## config.mk

```make
export PLATFORM = sky130hd
export DESIGN_NAME = center_of_balance_from_load_cells
export DESIGN_NICKNAME = d
export VERILOG_FILES = /design/src/cob_pkg.sv /design/src/center_of_balance_from_load_cells.sv /design/src/cob_front.sv /design/src/cob_cell.sv /design/src/cob_back.sv
export SDC_FILE = /design/constraint.sdc
export NUM_CORES = 2
export LEC_CHECK = 0
export BUFFER_PORTS_ARGS = -buffer_cell sky130_fd_sc_hd__buf_2
export CORE_ASPECT_RATIO = 0.7
export CORE_MARGIN = 2
export CORE_UTILIZATION = 60
export DETAILED_ROUTE_END_ITERATION = 8
export PLACE_DENSITY = 0.76
export SLEW_MARGIN = 20
export SYNTH_ARGS = -nofsm -noshare
export SYNTH_HDL_FRONTEND = slang
export SYNTH_HIERARCHICAL = 1
export SYNTH_SLANG_ARGS = --single-unit
```

## constraint.sdc

```tcl
create_clock -name clk -period 5.7 [get_ports clk]
set_clock_uncertainty 0.05 [all_clocks]
set_input_delay 0.285 -clock clk [delete_from_list [all_inputs] [get_ports clk]]
set_output_delay 0.285 -clock clk [all_outputs]
set_load 0.03 [all_outputs]
```

## src/cob_pkg.sv

```systemverilog
`default_nettype none

package cob_pkg;

  // Fraction bits of the balance outputs
  localparam int FRAC_BITS = 15;

  localparam int LOAD_W = 16;
  localparam int OUT_W  = 16;
  localparam int SUM_W  = LOAD_W + 1;
  localparam int TOT_W  = LOAD_W + 2;
  localparam int REM_W  = TOT_W + 1;

  // Quotient holds values up to 1.0, so one bit above the fraction
  localparam int QUO_W  = FRAC_BITS + 1;
  localparam int SAT_W  = (QUO_W > OUT_W + 1) ? QUO_W : OUT_W + 1;

  localparam int OUT_MAX     = (1 << (OUT_W - 1)) - 1;
  localparam int OUT_MIN_MAG = 1 << (OUT_W - 1);

  // One item as it moves down the divider chain
  typedef struct packed {
    logic             valid;
    logic             no_load;
    logic             neg_x;
    logic             neg_y;
    logic [TOT_W-1:0] total;
    logic [REM_W-1:0] rem_x;
    logic [REM_W-1:0] rem_y;
    logic [QUO_W-1:0] quo_x;
    logic [QUO_W-1:0] quo_y;
  } stage_t;

endpackage

`default_nettype wire

```

## src/center_of_balance_from_load_cells.sv

```systemverilog
// Center of balance from four load cells. Raise start with the four readings
// and one item is taken every clock cycle; busy stays low. Each result goes
// through a front register that forms the sums, then one divider cell per
// quotient bit, most significant first, and then one output register.
// done marks the result for exactly one cycle and there is no way to hold it,
// so the receiver must take it then. balance_x = (right - left) / total and
// balance_y = (top - bottom) / total, Q1.15, truncated toward zero, with +1.0
// clamped to 32767. A zero total gives zero outputs with no_load set.
`default_nettype none

module center_of_balance_from_load_cells (
  input  wire logic                               clk,
  input  wire logic                               rst,
  input  wire logic                               start,
  output logic                                    busy,
  input  wire logic [cob_pkg::LOAD_W-1:0]         load_top_right,
  input  wire logic [cob_pkg::LOAD_W-1:0]         load_bottom_right,
  input  wire logic [cob_pkg::LOAD_W-1:0]         load_top_left,
  input  wire logic [cob_pkg::LOAD_W-1:0]         load_bottom_left,
  output logic                                    done,
  output logic signed [cob_pkg::OUT_W-1:0]        balance_x,
  output logic signed [cob_pkg::OUT_W-1:0]        balance_y,
  output logic                                    no_load
);

  cob_pkg::stage_t chain [cob_pkg::QUO_W+1];

  // The pipeline never stalls
  assign busy = 1'b0;

  cob_front u_front (
    .clk               (clk),
    .rst               (rst),
    .start             (start),
    .load_top_right    (load_top_right),
    .load_bottom_right (load_bottom_right),
    .load_top_left     (load_top_left),
    .load_bottom_left  (load_bottom_left),
    .stage             (chain[0])
  );

  // One cell per quotient bit, most significant first
  for (genvar i = 0; i < cob_pkg::QUO_W; i++) begin : g_cell
    cob_cell u_cell (
      .clk       (clk),
      .rst       (rst),
      .stage_in  (chain[i]),
      .stage_out (chain[i+1])
    );
  end

  cob_back u_back (
    .clk       (clk),
    .rst       (rst),
    .stage     (chain[cob_pkg::QUO_W]),
    .done      (done),
    .balance_x (balance_x),
    .balance_y (balance_y),
    .no_load   (no_load)
  );

endmodule

`default_nettype wire

```

## src/cob_front.sv

```systemverilog
`default_nettype none

module cob_front (
  input  wire logic                          clk,
  input  wire logic                          rst,
  input  wire logic                          start,
  input  wire logic [cob_pkg::LOAD_W-1:0]    load_top_right,
  input  wire logic [cob_pkg::LOAD_W-1:0]    load_bottom_right,
  input  wire logic [cob_pkg::LOAD_W-1:0]    load_top_left,
  input  wire logic [cob_pkg::LOAD_W-1:0]    load_bottom_left,
  output cob_pkg::stage_t                    stage
);

  logic [cob_pkg::SUM_W-1:0] right, left, top, bottom;
  logic [cob_pkg::SUM_W-1:0] mag_x, mag_y;
  logic [cob_pkg::TOT_W-1:0] total;
  logic                      neg_x, neg_y;
  cob_pkg::stage_t           stage_next;

  // Form the side sums and the signed differences as magnitude and sign
  always_comb begin
    right  = {1'b0, load_top_right} + {1'b0, load_bottom_right};
    left   = {1'b0, load_top_left} + {1'b0, load_bottom_left};
    top    = {1'b0, load_top_right} + {1'b0, load_top_left};
    bottom = {1'b0, load_bottom_right} + {1'b0, load_bottom_left};
    total  = {1'b0, right} + {1'b0, left};
    neg_x  = left > right;
    neg_y  = bottom > top;
    mag_x  = neg_x ? (left - right) : (right - left);
    mag_y  = neg_y ? (bottom - top) : (top - bottom);

    stage_next         = '0;
    stage_next.valid   = start;
    stage_next.no_load = (total == '0);
    stage_next.neg_x   = neg_x;
    stage_next.neg_y   = neg_y;
    stage_next.total   = total;
    stage_next.rem_x   = {2'b00, mag_x};
    stage_next.rem_y   = {2'b00, mag_y};
  end

  // Capture the item
  always_ff @(posedge clk) begin
    if (rst) begin
      stage <= '0;
    end else begin
      stage <= stage_next;
    end
  end

endmodule

`default_nettype wire

```

## src/cob_cell.sv

```systemverilog
`default_nettype none

module cob_cell (
  input  wire logic       clk,
  input  wire logic       rst,
  input  cob_pkg::stage_t stage_in,
  output cob_pkg::stage_t stage_out
);

  logic                      ge_x, ge_y;
  logic [cob_pkg::REM_W-1:0] total_ext;
  logic [cob_pkg::REM_W-1:0] sub_x, sub_y;
  logic [cob_pkg::TOT_W-1:0] kept_x, kept_y;
  cob_pkg::stage_t           stage_next;

  // Trial subtract on both axes, keep one quotient bit each, double remainder
  always_comb begin
    total_ext = {1'b0, stage_in.total};
    ge_x      = stage_in.rem_x >= total_ext;
    ge_y      = stage_in.rem_y >= total_ext;
    sub_x     = stage_in.rem_x - total_ext;
    sub_y     = stage_in.rem_y - total_ext;
    kept_x    = ge_x ? sub_x[cob_pkg::TOT_W-1:0] : stage_in.rem_x[cob_pkg::TOT_W-1:0];
    kept_y    = ge_y ? sub_y[cob_pkg::TOT_W-1:0] : stage_in.rem_y[cob_pkg::TOT_W-1:0];

    stage_next       = stage_in;
    stage_next.rem_x = {kept_x, 1'b0};
    stage_next.rem_y = {kept_y, 1'b0};
    stage_next.quo_x = {stage_in.quo_x[cob_pkg::QUO_W-2:0], ge_x};
    stage_next.quo_y = {stage_in.quo_y[cob_pkg::QUO_W-2:0], ge_y};
  end

  // Hand the item to the next cell
  always_ff @(posedge clk) begin
    if (rst) begin
      stage_out <= '0;
    end else begin
      stage_out <= stage_next;
    end
  end

endmodule

`default_nettype wire

```

## src/cob_back.sv

```systemverilog
`default_nettype none

module cob_back (
  input  wire logic                        clk,
  input  wire logic                        rst,
  input  cob_pkg::stage_t                  stage,
  output logic                             done,
  output logic signed [cob_pkg::OUT_W-1:0] balance_x,
  output logic signed [cob_pkg::OUT_W-1:0] balance_y,
  output logic                             no_load
);

  logic [cob_pkg::OUT_W-1:0] x_next, y_next;

  function automatic logic [cob_pkg::OUT_W-1:0] saturate(
    input logic [cob_pkg::QUO_W-1:0] quo,
    input logic                      neg
  );
    logic [cob_pkg::SAT_W-1:0] q;
    logic [cob_pkg::SAT_W-1:0] lim;
    q   = cob_pkg::SAT_W'(quo);
    lim = neg ? cob_pkg::SAT_W'(cob_pkg::OUT_MIN_MAG) : cob_pkg::SAT_W'(cob_pkg::OUT_MAX);
    if (q > lim) begin
      q = lim;
    end
    if (neg) begin
      q = -q;
    end
    return q[cob_pkg::OUT_W-1:0];
  endfunction

  // Clamp, apply sign, zero on no load
  always_comb begin
    x_next = saturate(stage.quo_x, stage.neg_x);
    y_next = saturate(stage.quo_y, stage.neg_y);
    if (stage.no_load) begin
      x_next = '0;
      y_next = '0;
    end
  end

  // Hold the result for one cycle with its strobe
  always_ff @(posedge clk) begin
    if (rst) begin
      done <= 1'b0;
    end else begin
      done <= stage.valid;
    end
  end

  always_ff @(posedge clk) begin
    balance_x <= x_next;
    balance_y <= y_next;
    no_load   <= stage.no_load;
  end

endmodule

`default_nettype wire
```

==> results.ini <==
[die]
rows = 108
die_area_sq_um = 128000
die_x_um = 427
core_area_sq_um = 124000
initial_core_util_pct = 60.5
die_h_um = 300
ios = 102

[status]
status = finished clean

[placed_design]
dpl-instance-area_sq_um = 76100
io_buffers = 100
gp_congestion = 0.953
dp_hpwl_um = 166000

[job]
drv_cap = 0

[sta]
final.setup.tns_ns = 0
finalSetupViolCount = 0
relSlewSlack_pct = 27.3
tightest_slew_ns = 1.09
finalCriticalPeriod_ns = 5.16
drv_slew = 0
holdWs_ns = 0.238
max_freq_mhz = 194
hold_viol = 0
fin_crit_sh_pct = 90.5
rsz0062_at_grt = no

[clock_network]
path_clk_slew_ns = 0.06
clock-sinks = 1235
cts_made_buffers = 117
htree_levels = 3
cts_setup_buffers = 0
cts_buffer_depth = 3
worstSkewPairLatency_ns = 0.78
postCtsHoldBufs = 2
tritoncts = done
cts_resized = 0
root_buffer = clkbuf_16

[worst_setup_path]
crit_path_start_kind = input port
critical_path_peak_fanout = 6
r2r-end = u_back/balance_y[8]
reg2reg_from = g_cell[15].u_cell/stage_out[88]
reg2reg_depth = 13
crit_path_start = load_top_left[0]
cp_data_required_time_ns = 6.26
ff2ff_setup_slack_ns = 1.18
path_class = input port to register
cp-end-kind = register
critPathArrivalTime_ns = 5.72

[global_routing]
first_global_vias = 59100
grt_overflow_total = 0
antenna_found_initial = 2
grt_util_all_layers_pct = 32.2
grt_max_degree = 134
grt_pass1_wl_um = 331000

[pwr]
switchingPower_uw = 24000
swShare_pct = 46.3
leakagePower_uw = 0.0341
intPower_uw = 27900
powerDensity_nw_per_um2 = 646
pwr-share-clk_pct = 16.3
ir_drop_v = 0.000394
p_comb_share_pct = 61.1
power_frac_seq_pct = 22.6

[worst_hold_path]
min_path_type = input port to register
hold_path_end = u_front/stage[70]
min_path_cells = 4
min_from = load_bottom_left[0]

[yosys]
synthCells = 8767
synth_warnings = 6
netlist_area_sq_um = 75100
avgSynthCellArea_sq_um = 8.56

[drt]
via_count = 64300
dr.pass1.iters = 9
drc = 0
finalWirelength_um = 214000
ant_nets = 0
viasPerCell = 6.17
drtIter0Drc = 6985
routedWlPerCell_um = 20.5

[final_layout]
area_growth_pct = 7.08
utilization_pct = 64.8
final_net_count = 9543
design_area_sq_um = 80400
layout-drive-gt1-share_pct = 7.32

## metal layers
metal  GRT usage (%)  routed length [um]  up-vias
met4            5.77                3140        0
met1            51.4              106000    30500
met3            6.56               20600      268
met2            44.1               84100     2744
li1                -                   -    30800
met5               0                   0        -
## registers in the layout, summed over array words and instances, names as in the netlist
name / flops
u_back/no_load: 1
u_back/done: 1
u_front/stage: 55
u_back/balance_y: 16
u_back/balance_x: 16
g_cell.u_cell/stage_out: 1146
## critical path, cell delays in order
cell      delay [ns]
buf_2           0.11
ha_1            0.21
inv_1           0.07
fa_1            0.25
inv_1           0.06
a21oi_1         0.14
o21bai_1        0.11
a21o_1          0.21
a31o_2          0.27
a41o_1          0.27
o41ai_1         0.32
buf_4           0.19
o21a_1          0.20
xnor2_1         0.19
ha_1            0.31
buf_4           0.17
inv_1           0.16
a21oi_1         0.13
a221oi_1        0.48
o32ai_4         0.22
a211oi_4        0.23
nor2_2          0.11
buf_4           0.18
buf_4           0.16
a221oi_2        0.29
mux2_1          0.35
## through the flow
step	worst slack, ns	power (uW)	instances
global placement	0.0786	42000	10200
global route	0.334	55400	10400
CTS	0.731	51200	10400
detailed placement	0.0169	42500	10200
floorplan	0.659	36100	8785
finish	0.539	51900	10400
## worst max path at each step
stage,endpoint
floorplan,u_front/stage[62]
CTS,u_front/stage[55]
detailed placement,u_front/stage[55]
global placement,u_front/stage[55]
global route,u_front/stage[55]
finish,u_front/stage[55]
## power by group through the flow
stage	Clock, uW	Sequential [uW]	Combinational (uW)
5_1_grt	8960	11900	34500
4_1_cts	8600	11800	30800
3_5_place_dp	0	11900	30500
2_1_floorplan	0	11400	24700
6_report	8460	11800	31700
3_3_place_gp	0	11900	30100
## placed cells by master, fill, tap and decap left out, types with 161 or more instances in the layout
| cell type | instances |
|---|---|
| nand3_1 | 262 |
| xor2_1 | 227 |
| o21ai_0 | 446 |
| nand2b_1 | 161 |
| nor2_1 | 843 |
| mux2i_1 | 239 |
| dfxtp_1 | 1235 |
| ha_1 | 757 |
| a211oi_1 | 184 |
| xnor2_1 | 287 |
| inv_1 | 521 |
| a21oi_1 | 772 |
| a21o_1 | 176 |
| nand2_1 | 457 |
| nor2b_1 | 391 |
## layout make-up
class	instances	area, sq um
Clock inverter	72	1060
Inverter	530	1990
Clock buffer	147	3180
Timing Repair Buffer	161	1020
Antenna cell	4	10.0
Multi-Input combinational cell	6635	46300
Fill cell	10500	43600
Sequential cell	1235	24700
Tap cell	1650	2060
No activity file was read; power rests on OpenSTA's default activity.
